$ cat config.mk
export PLATFORM = sky130hd
export DESIGN_NAME = sacl_ram
export DESIGN_NICKNAME = d
export VERILOG_FILES = /design/src/sacl_ram.sv
export SDC_FILE = /design/constraint.sdc
export NUM_CORES = 1
export LEC_CHECK = 0
export BUFFER_PORTS_ARGS = -buffer_cell sky130_fd_sc_hd__buf_2
export CORE_ASPECT_RATIO = 1.25
export CORE_MARGIN = 2
export CORE_UTILIZATION = 60
export CTS_CLUSTER_SIZE = 10
export DETAILED_ROUTE_END_ITERATION = 7
export PLACE_DENSITY_LB_ADDON = 0.25
export SYNTH_ARGS = -nofsm -noshare
export SYNTH_HDL_FRONTEND = slang
export SYNTH_SLANG_ARGS = --single-unit
export TNS_END_PERCENT = 5
$ cat constraint.sdc
create_clock -name clk_i -period 1.7 [get_ports clk_i]
set_input_delay 0.085 -clock clk_i [delete_from_list [all_inputs] [get_ports clk_i]]
set_output_delay 0.085 -clock clk_i [all_outputs]
set_load 0.02 [all_outputs]
$ cat src/sacl_ram.sv
`default_nettype none
// ---------------------------------------------------------------------------
// sacl_ram: generic single-write, single-read RAM
// One write port and one read port; read data registered.
// ---------------------------------------------------------------------------
module sacl_ram #(
  parameter int unsigned WIDTH = 8,
  parameter int unsigned DEPTH = 16
) (
  input  wire logic                                    clk_i,
  input  wire logic                                    we_i,
  input  wire logic [(DEPTH > 1 ? $clog2(DEPTH) : 1)-1:0] waddr_i,
  input  wire logic [WIDTH-1:0]                        wdata_i,
  input  wire logic                                    re_i,
  input  wire logic [(DEPTH > 1 ? $clog2(DEPTH) : 1)-1:0] raddr_i,
  output logic      [WIDTH-1:0]                        rdata_o
);

  logic [WIDTH-1:0] mem_q [DEPTH];
  logic [WIDTH-1:0] rdata_q;

  always_ff @(posedge clk_i) begin
    if (we_i) begin
      mem_q[waddr_i] <= wdata_i;
    end
    if (re_i) begin
      rdata_q <= mem_q[raddr_i];
    end
  end

  assign rdata_o = rdata_q;

endmodule
`default_nettype wire

---- After elaboration in Yosys (flattened, before gate mapping) ----
Memories as Yosys holds them, arrays and structs flattened. A register that Yosys moved wholly into a read port is not among the register bits.
Index checks and enable logic that the tools add are counted.
word-level totals
  register bits ........................... 0
  bits in writable memories ............... 128
  bits of input ports ..................... 19
  output and inout port bits .............. 8
  word-level logic and storage cells ...... 3
  memories ................................ 1
operators by class
  multiplexer cells ....................... 2
memories
  name   depth  width  read ports  clocked after Yosys merged registers in  write ports  line  text
  mem_q  16     8      1           1                                        1            19    logic [WIDTH-1:0] mem_q [DEPTH];
operators with widths
  kind    number
  $mux 1  2

---- Longest topological paths before layout ----
  depth in word-level cells ............... 2
  depth in mapped cells ................... 5

---- Least setup slack after synthesis ----
No wires, ideal clock.
  kind .................................... in2reg
  start ................................... input port waddr_i[2] in the netlist's numbering
  end ..................................... memory mem_q[0][0] (enable)
  library setup time ...................... 0.383 ns
  arrival time ............................ 1.195 ns
  data required time ...................... 1.317 ns
  slack ................................... 0.122 ns
  stages on the path ...................... 2
  buffers on the path ..................... 0
  cells stage by stage .................... or3b_2 > nor3_1
RTL lines
  element      line  text
  from (decl)  12    input wire logic [(DEPTH > 1 ? $clog2(DEPTH) : 1)-1:0] waddr_i,
  to (decl)    19
No word-level cell before the write port.

==> flow_metrics.tcl <==
set metrics [dict create \
    status "finished clean" \
    critPathCaptureType "flip-flop" \
    dieArea_mm2 0.009480 \
    min_path_type "in -> reg" \
    final_util_pct 72.28 \
    antenna_found_initial 0 \
    gp_congestion 0.7862 \
    maxCapViolations 0 \
    holdWs_ns 0.1149 \
    cts_tree "done" \
    fmaxAchievable_mhz 659.4 \
    synth-seq-cells 136 \
    drive_above_1_share_pct 29.08 \
    synth-compound-area-share_pct 2.298 \
    ant_nets 0 \
    io_buffers 26 \
    grt.total_usage_pct 23.43 \
    muxShareOfSynthArea_pct 14.79 \
    drt_iter0_markers 308 \
    numClockSinks 136 \
    crit_required_ns 1.94 \
    finalClockSkew_ns 0.006628 \
    min_to "mem_q[4][1]$_DFFE_PP_" \
    drv_slew 0 \
    design.core.area_mm2 0.008558 \
    cts_setup_buffers 0 \
    worst-r2r-cell-count 3 \
    rr_startpoint "mem_q[10][4]$_DFFE_PP_" \
    fp.dieH_um 108.4 \
    grt_pass1_wl_um 15040 \
    grt_pass1_vias 2625 \
    wl_per_cell_um 24.16 \
    whs_path_depth 3 \
    p_total_w 0.007264 \
    synth.distinct_cells 18 \
    grt.overflow.total 0 \
    min_from "waddr_i[0]" \
    rsz0062_at_grt "false" \
    vias 2581 \
    cts-root-buf "clkbuf_8" \
    arrival_ns 1.76 \
    setup_viol 0 \
    final_common_cell "edfxtp_1" \
    fin_crit_ns 1.517 \
    crit_path_max_fanout 1 \
    synth_xor_area_share_pct 0 \
    syn_inst 229 \
    power_density_mw_per_mm2 1174 \
    criticalPathCategory "reg -> reg" \
    max-vdd-ir-drop_uv 838.4 \
    slew_headroom_pct 73.17 \
    n_antenna_cell 0 \
    fin_ws_ns 0.1834 \
    synth_warnings 0 \
    final-hold-violation-count 0 \
    final.setup.tns_ns 0 \
    remaining_drc_errors 0 \
    grt_max_degree 33 \
    total_leakage_power_nw 2.123 \
    via_per_inst 6.357 \
    r2r-end "rdata_o[4]$_DFFE_PP_" \
    synth-simple-area-share_pct 3.135 \
    worstMarginPinSlew_ns 0.4025 \
    syn_avg_cell_area_um2 22.83 \
    synth_top_family_by_area "multiplexers" \
    most-common-layout-cells "edfxtp_1, buf_2, buf_4" \
    rrSetupSlack_ns 0.18 \
    clk_pin_slew_ns 0.06 \
    synthAdderAreaFrac_pct 0 \
    area_growth_syn_to_layout_pct 18.33 \
    ios 27 \
    rows 38 \
    clock_latency_ns 0.51 \
    synthesis.area_mm2 0.005228 \
    clock_path_buffers 2 \
    dp_hpwl_um 5980 \
    pre_cts_slack_ns 0.08340 \
    die_x_um 87.49 \
    drtPass1Iterations 4 \
    ys_seq_area_share_pct 78.12 \
    totalWireLength_um 9808 \
    h-tree-depth 4 \
    start_util_pct 61.08 \
    start_kind "flip-flop" \
    syn_nets 248 \
    period_share_pct 89.21 \
    cts_made_buffers 17 \
    nets 315 \
]
==> critical path: stages (launching register included) <==
cell and delay, ns:
edfxtp_1 0.36, mux4_1 0.50, a22oi_1 0.29, nand2_1 0.10
==> logic make-up after synthesis <==
family	after synthesis
compound gates	16
flops	136
buf+inv	10
mux	32
simple gates	35
==> power by group <==
group          switching, W  internal [W]  total (W)
logic              0.000217      0.000169   0.000386
clock network       0.00119       0.00188    0.00308
registers         0.0000182       0.00378    0.00380
==> Yosys cell counts <==
| master | number | area [µm²] |
|---|---|---|
| edfxtp_1 | 136 | 4084 |
| mux4_2 | 18 | 405.4 |
| a22oi_1 | 16 | 120.1 |
| mux4_1 | 14 | 367.9 |
| nor2_1 | 13 | 48.80 |
| nand2_1 | 9 | 33.78 |
| nor3_1 | 4 | 20.02 |
| buf_2 | 3 | 15.01 |
| buf_6 | 3 | 33.78 |
| clkdlybuf4s25_2 | 3 | 30.03 |
| nand2b_1 | 2 | 12.51 |
| nand3b_1 | 2 | 15.01 |
| and2_1 | 1 | 6.260 |
| and2b_1 | 1 | 7.510 |
| buf_4 | 1 | 7.510 |
| nand3_1 | 1 | 5.000 |
| nor2b_1 | 1 | 6.260 |
| or3b_2 | 1 | 8.760 |
==> through the flow <==
stage | instances | cell area, µm²
CTS | 406 | 6186
floorplan | 229 | 5228
detailed placement | 368 | 5607
finish | 406 | 6186
global placement | 368 | 5607
global route | 406 | 6186
==> metal layers <==
metal,up-vias,wire (µm),GRT usage [%]
li1,1117,-,-
met1,1321,4011,31.30
met2,121,5048,35.61
met3,22,516,7.023
met4,0,232,11.43
met5,-,0,0
==> cell type report <==
type                       instances  area [µm²]
clock buffer                      22       432.9
clock inverter                     7       56.30
fill                             497        2372
multi-input combinational         83        1057
sequential                       136        4084
tap                              100       125.1
timing repair buffer              58       430.4
==> state kept, by name (all words and copies together) (netlist names) <==
signal	cells
mem_q	128
rdata_o	8
==> worst max-delay path by stage <==
stage | from | to | slack, ns | cells after the start
floorplan | waddr_i[2] | mem_q[0][0]$_DFFE_PP_ | 0.12 | 2
global placement | raddr_i[0] | rdata_o[3]$_DFFE_PP_ | 0.11 | 5
detailed placement | raddr_i[0] | rdata_o[3]$_DFFE_PP_ | 0.08 | 5
CTS | mem_q[10][4]$_DFFE_PP_ | rdata_o[4]$_DFFE_PP_ | 0.18 | 3
global route | mem_q[2][5]$_DFFE_PP_ | rdata_o[5]$_DFFE_PP_ | 0.1 | 3
finish | mem_q[10][4]$_DFFE_PP_ | rdata_o[4]$_DFFE_PP_ | 0.18 | 3
==> repair_timing <==
action / in CTS / in global routing
resized for setup: 0 / 0
hold endpoints to repair: 136 / 0
hold buffers: 9 / 0
Note: power is estimated with default switching activity, not from simulation.
