File: config.mk
export PLATFORM = sky130hd
export DESIGN_NAME = sacl_lru_update
export DESIGN_NICKNAME = d
export VERILOG_FILES = /design/src/sacl_lru_update.sv
export SDC_FILE = /design/constraint.sdc
export NUM_CORES = 1
export LEC_CHECK = 0
export BUFFER_PORTS_ARGS = -buffer_cell sky130_fd_sc_hd__buf_2
export CAP_MARGIN = 20
export CORE_AREA = 3 3 267 269
export DETAILED_ROUTE_END_ITERATION = 8
export DIE_AREA = 0 0 270 272
export GPL_TIMING_DRIVEN = 1
export PLACE_DENSITY_LB_ADDON = 0.12
export SYNTH_ARGS = -nofsm -noshare
export SYNTH_HDL_FRONTEND = slang
export SYNTH_SLANG_ARGS = --single-unit
File: constraint.sdc
create_clock -name vclk -period 9.2
set_input_delay 1.38 -clock vclk [all_inputs]
set_output_delay 1.38 -clock vclk [all_outputs]
set_load 0.05 [all_outputs]
File: src/sacl_lru_update.sv
`default_nettype none
// ---------------------------------------------------------------------------
// sacl_lru_update: tag match and true-LRU update of one cache set
// Finds the hitting way or the least recent victim and returns the new row.
// ---------------------------------------------------------------------------
module sacl_lru_update #(
  parameter int unsigned MAX_WAYS = 16,
  parameter int unsigned TAG_W    = 16,
  localparam int unsigned RANK_W  = (MAX_WAYS > 1) ? $clog2(MAX_WAYS) : 1,
  localparam int unsigned NW_W    = $clog2(MAX_WAYS + 1),
  localparam int unsigned ENTRY_W = 1 + TAG_W + RANK_W,
  localparam int unsigned ROW_W   = MAX_WAYS * ENTRY_W
) (
  input  wire logic [ROW_W-1:0] row_i,
  input  wire logic [TAG_W-1:0] tag_i,
  input  wire logic [NW_W-1:0]  nw_i,
  output logic                  hit_o,
  output logic      [ROW_W-1:0] row_o
);

  // entry layout: {valid, tag, rank}
  logic              valid   [MAX_WAYS];
  logic [TAG_W-1:0]  tags    [MAX_WAYS];
  logic [RANK_W-1:0] rank    [MAX_WAYS];
  logic [RANK_W-1:0] hit_way;
  logic [RANK_W-1:0] vic_way;
  logic [RANK_W-1:0] sel_way;
  logic [RANK_W-1:0] old_rank;
  logic              hit;
  logic              vic_found;

  always_comb begin
    for (int w = 0; w < MAX_WAYS; w++) begin
      {valid[w], tags[w], rank[w]} = row_i[w*ENTRY_W +: ENTRY_W];
    end
  end

  always_comb begin
    hit       = 1'b0;
    hit_way   = '0;
    vic_found = 1'b0;
    vic_way   = '0;
    for (int w = 0; w < MAX_WAYS; w++) begin
      if (!hit && (NW_W'(w) < nw_i) && valid[w] && (tags[w] == tag_i)) begin
        hit     = 1'b1;
        hit_way = RANK_W'(w);
      end
      if (!vic_found && (NW_W'(w) < nw_i) && (rank[w] == '0)) begin
        vic_found = 1'b1;
        vic_way   = RANK_W'(w);
      end
    end
  end

  assign sel_way  = hit ? hit_way : vic_way;
  assign old_rank = rank[sel_way];
  assign hit_o    = hit;

  // age every younger way by one, move the chosen way to most recent
  always_comb begin
    for (int w = 0; w < MAX_WAYS; w++) begin
      if (RANK_W'(w) == sel_way) begin
        row_o[w*ENTRY_W +: ENTRY_W] = {1'b1, tag_i, RANK_W'(nw_i - 1'b1)};
      end else if ((NW_W'(w) < nw_i) && (rank[w] > old_rank)) begin
        row_o[w*ENTRY_W +: ENTRY_W] = {valid[w], tags[w], rank[w] - 1'b1};
      end else begin
        row_o[w*ENTRY_W +: ENTRY_W] = {valid[w], tags[w], rank[w]};
      end
    end
  end

endmodule
`default_nettype wire

## Word level (Yosys, flattened, before mapping)

Index checks and enable logic that the tools add are counted.

- Bits in registers: 0
- Input bits: 357
- Word-level logic and storage cells: 320

- Add/sub/neg operators: 17
- $lt $le $gt $ge: 33
- Eq/ne operators: 31
- Muxes and demuxes: 97
- Bitwise gates (word level): 1
- Reductions and logical operators: 141

Operators with widths:

| cell | number |
|---|---|
| $mux 21 | 16 |
| $eq 16x16->1 | 16 |
| $mux 4 | 47 |
| $logic_and 1x1->1 | 94 |
| $logic_not 4->1 | 17 |
| $sub 4x1->4 const B | 17 |
| $gt 4x4->1 | 16 |
| $lt 4x5->1 const A | 8 |
| $mux 1 | 33 |
| $eq 4x4->1 const A | 8 |
| $logic_not 1->1 | 30 |
| $lt 3x5->1 const A | 4 |
| $bmux 4 s4 | 1 |
| $eq 3x4->1 const A | 4 |
| $lt 1x5->1 const A | 2 |
| $lt 2x5->1 const A | 2 |
| $eq 2x4->1 const A | 2 |
| $ge 5x5->1 const B | 1 |
| $not 4->5 | 1 |
| $eq 1x4->1 const A | 1 |

## Longest topological paths before layout

- Word-level depth: 88
- Depth in mapped cells: 27
- Mapped depth without buffers: 23

## Least setup slack after synthesis

OpenSTA, ideal clock, no wires.

- Kind: in2out
- Start point: input tag_i[13]
- End point: output row_o[213]
- Arrival time: 7647 ps
- Data required time: 7820 ps
- Setup slack: 173 ps
- Stages: 21
- Path buffers: 4
- Path through: buf_2 -> xor2_1 -> or4_1 -> or3_1 -> nor4_4 -> a21boi_0 -> o221ai_2 -> a32oi_4 -> or2_4 -> buf_6 -> buf_6 -> a21oi_1 -> nor3_1 -> nor4_1 -> ha_1 -> and4_1 -> or4_1 -> clkbuf_1 -> nor4_1 -> xnor2_1 -> mux2i_1

- Word-level cells in the longest chain between the ends: 87
- Elaborated cells between the ends (all ways): 118

Ends and longest elaborated chain:

| element | RTL line | source |
|---|---|---|
| from (decl) | 15 | `input wire logic [TAG_W-1:0] tag_i,` |
| $eq 16x16->1 | 44 | `if (!hit && (NW_W'(w) < nw_i) && valid[w] && (tags[w] == tag_i)) begin` |
| $logic_and 1x1->1 | 44 |  |
| $mux 1 | 44 |  |
| $logic_not 1->1 | 44 |  |
| $logic_and 1x1->1 (3 in series) | 44 |  |
| $mux 1 | 44 |  |
| $logic_not 1->1 | 44 |  |
| $logic_and 1x1->1 (3 in series) | 44 |  |
| [66 not listed] | - |  |
| $mux 4 (*) | 55 | `assign sel_way = hit ? hit_way : vic_way;` |
| $not 4->5 (not written as such) | 56 | `assign old_rank = rank[sel_way];` |
| $bmux 4 s4 | 56 |  |
| $mux 4 (not written as such) (2 in series) | 56 |  |
| $gt 4x4->1 | 64 | `end else if ((NW_W'(w) < nw_i) && (rank[w] > old_rank)) begin` |
| $logic_and 1x1->1 | 64 |  |
| $mux 4 | 64 |  |
| $mux 21 (*) | 62 | `if (RANK_W'(w) == sel_way) begin` |
| to (decl) | 18 | `output logic [ROW_W-1:0] row_o` |

Mark *: on every way between the ends. The rest lies on a longest branch, timed or not. The select of a mux whose other input is x is not followed.

## Final worst setup path

- Start point: input tag_i[2]
- End point: output row_o[107]

The elaborated chain is that of the path after synthesis.

==> impl_metrics.csv <==
group,metric,value,unit
outcome,status,"finished, final reports clean",
grt,antenna_found_initial,17,
logic_synthesis,synthCells,1523,
clocking,ctsHoldBuffers,0,
logic_synthesis,yosys_warnings,0,
place,pre_cts_ws,0.566,ns
sta,post-route-min-period,8.64,ns
sta,worst_pin_slew,0.933,ns
finish,fin_cells,3124,
sta,hold_viol_final,0,
routing,first_iter_violations,821,
sta,slew_viol_final,0,
worst_setup_path,crit_slowest_cell,"or4b_1",
worst_setup_path,arrival,7.26,ns
worst_setup_path,start_kind,"input pin",
finish,nets,2646,
grt,grtUsageMet3,0.0275,
flow_run,maxCapViolations,0,
logic_synthesis,ys_seq_area_frac,0,
place,gp_congestion,0.925,
logic_synthesis,syn-cell-area,0.0121,mm²
worst_setup_path,path_class,"input pin to output port",
finish,final_cell_mix,"630 x buf_2, 202 x mux2_2, 178 x xnor2_1",
worst_hold_path,hold_path_class,"input pin to output port",
logic_synthesis,ys_types,79,
sta,min_period_over_period,0.939,
place,dp_cells,3121,
clocking,cts_resized,0,
routing,drtAntennaViolNets,0,
logic_synthesis,synth_top_area_cell,"mux2_2",
logic_synthesis,yosys-top-cells-area,"mux2_2 19%, xnor2_1 13%, ha_1 10%",
sta,setup_slack,0.557,ns
power_and_ir_drop,max-vdd-ir-drop,0.000101,V
worst_setup_path,cp-end-kind,"output port",
sta,relSlewSlack,0.369,
routing,route.detailed.drc,0,
die,die_h,272,µm
grt,grtUsageMet1,0.289,
grt,use_met2,0.431,
grt,busiest_layer,"met2",
grt,grt_pass1_vias,15800,
finish,drive_gt1_frac,0.479,
routing,wl,89900,µm
die,rows,96,
routing,drt-pass1-iter-count,5,
die,start_util,0.175,
worst_setup_path,crit_path_max_fanout,21,
routing,via_count,15100,
logic_synthesis,yosysTopAreaCellShare,0.188,
die,die_area,0.0734,mm²
grt,grt-ovfl-total,0,
logic_synthesis,synth.avg_cell_area,7.93,µm²
grt,track_usage,0.231,
finish,syn_to_final_growth,47.2,%
worst_setup_path,cp_slowest_stage_delay,0.61,ns
sta,whs,3.21,ns
finish,fillers,7690,
sta,fin_setup_tns,0,ns
grt,grt_pass1_wl,124000,µm
worst_setup_path,crit_path_cell_trace,"buf_2 > buf_12 > xor2_1 > nor4_1 > nand3_1 > or4b_1 > nand4_1 > nor3_1 > and2_1 > nor2_4 > buf_4 > a31oi_1 > o221a_1 > nor4_2 > buf_4 > ha_1 > nor2b_1 > o21a_1 > o21a_1 > o21ai_0 > nor2_1 > xnor2_1 > mux2i_1 > buf_12",
die,design.portCount,694,
power_and_ir_drop,p_leak,7.65,nW
finish,nClkBuffers,0,
sta,finalSetupViolCount,0,
die,dieWidth,270,µm
sta,rsz0062_at_grt,"no",
routing,vias_per_cell,4.84,
grt,grt_max_degree,25,
place,io_buffers,694,
logic_synthesis,syn_nets,1977,
worst_setup_path,required,7.82,ns
sta,fmaxAchievable,116,MHz
routing,drt-wirelength-per-cell,28.8,µm
die,core,0.0688,mm²
clocking,cts_setup_buffers,0,
power_and_ir_drop,powerDensity,126,mW/mm²
finish,final_common_cell,"buf_2",
place,dp_hpwl,77000,µm
finish,seq_area,0,µm²
finish,flops_and_latches,0,
-- layer usage --
metal,routed length (µm),share of wire
met2,46200,0.51
met4,1350,0.015
met5,58,0.00064
met1,38100,0.42
met3,4270,0.047
-- worst max-delay path: cells and delay by family --
family | cells | cell delay [ns]
simple gates | 10 | 2.45
buf+inv | 5 | 1.50
mux | 1 | 0.25
fa+ha+maj | 1 | 0.20
compound gates | 5 | 1.15
xor+xnor | 2 | 0.27
-- power breakdown --
part	internal [mW]	total, mW	switching, mW
sequential	0	0	0
combinational	0.818	2.23	1.41
clock	0.0000000436	0.0000000436	0
total	0.818	2.23	1.41
-- through the flow --
step           power, mW  area (µm²)   util
2_1_floorplan       1.34       12100      -
3_3_place_gp        2.23       17800  0.258
3_5_place_dp        2.24       17800  0.258
4_1_cts             2.25       17800  0.258
5_1_grt             2.36       17800  0.258
6_report            2.23       17800  0.258
-- cell families after synthesis --
kind of cell,count (synthesis),share of synthesized area
simple gates,454,0.213
fa+ha+maj,97,0.101
mux,322,0.294
xor+xnor,305,0.221
buf+inv,174,0.0726
compound gates,171,0.0992
-- path summary, 6_finish.rpt --
check	start	endpoint	slack [ns]	cells after the start
worst max-delay path	tag_i[2]	row_o[107]	0.56	24
worst min-delay path	row_i[335]	row_o[335]	3.21	3
-- layout make-up --
type               instances  area [µm²]  share of cell area
diodes                     3        7.51            0.000422
inverters                 56         210              0.0118
well taps                931        1160              0.0655
repair buffers           785        5150               0.290
multi-input cells       1349       11200               0.632
-- synth_stat cells, types with 10 or more instances --
| master | instances |
|---|---|
| buf_4 | 36 |
| xnor2_1 | 178 |
| mux2_1 | 55 |
| mux2i_1 | 65 |
| nor4_1 | 52 |
| nand3_1 | 36 |
| nor2b_1 | 12 |
| a31oi_1 | 10 |
| or2_2 | 18 |
| nor3_1 | 39 |
| nand4_1 | 72 |
| nor2_1 | 72 |
| o21ai_0 | 37 |
| mux2_2 | 202 |
| o21a_1 | 21 |
| a21oi_1 | 33 |
| ha_1 | 97 |
| clkbuf_1 | 25 |
| nand2_1 | 68 |
| nor4b_1 | 10 |
| buf_2 | 53 |
| xor2_1 | 127 |
| inv_1 | 56 |
Power figures use the tool's default switching activity.
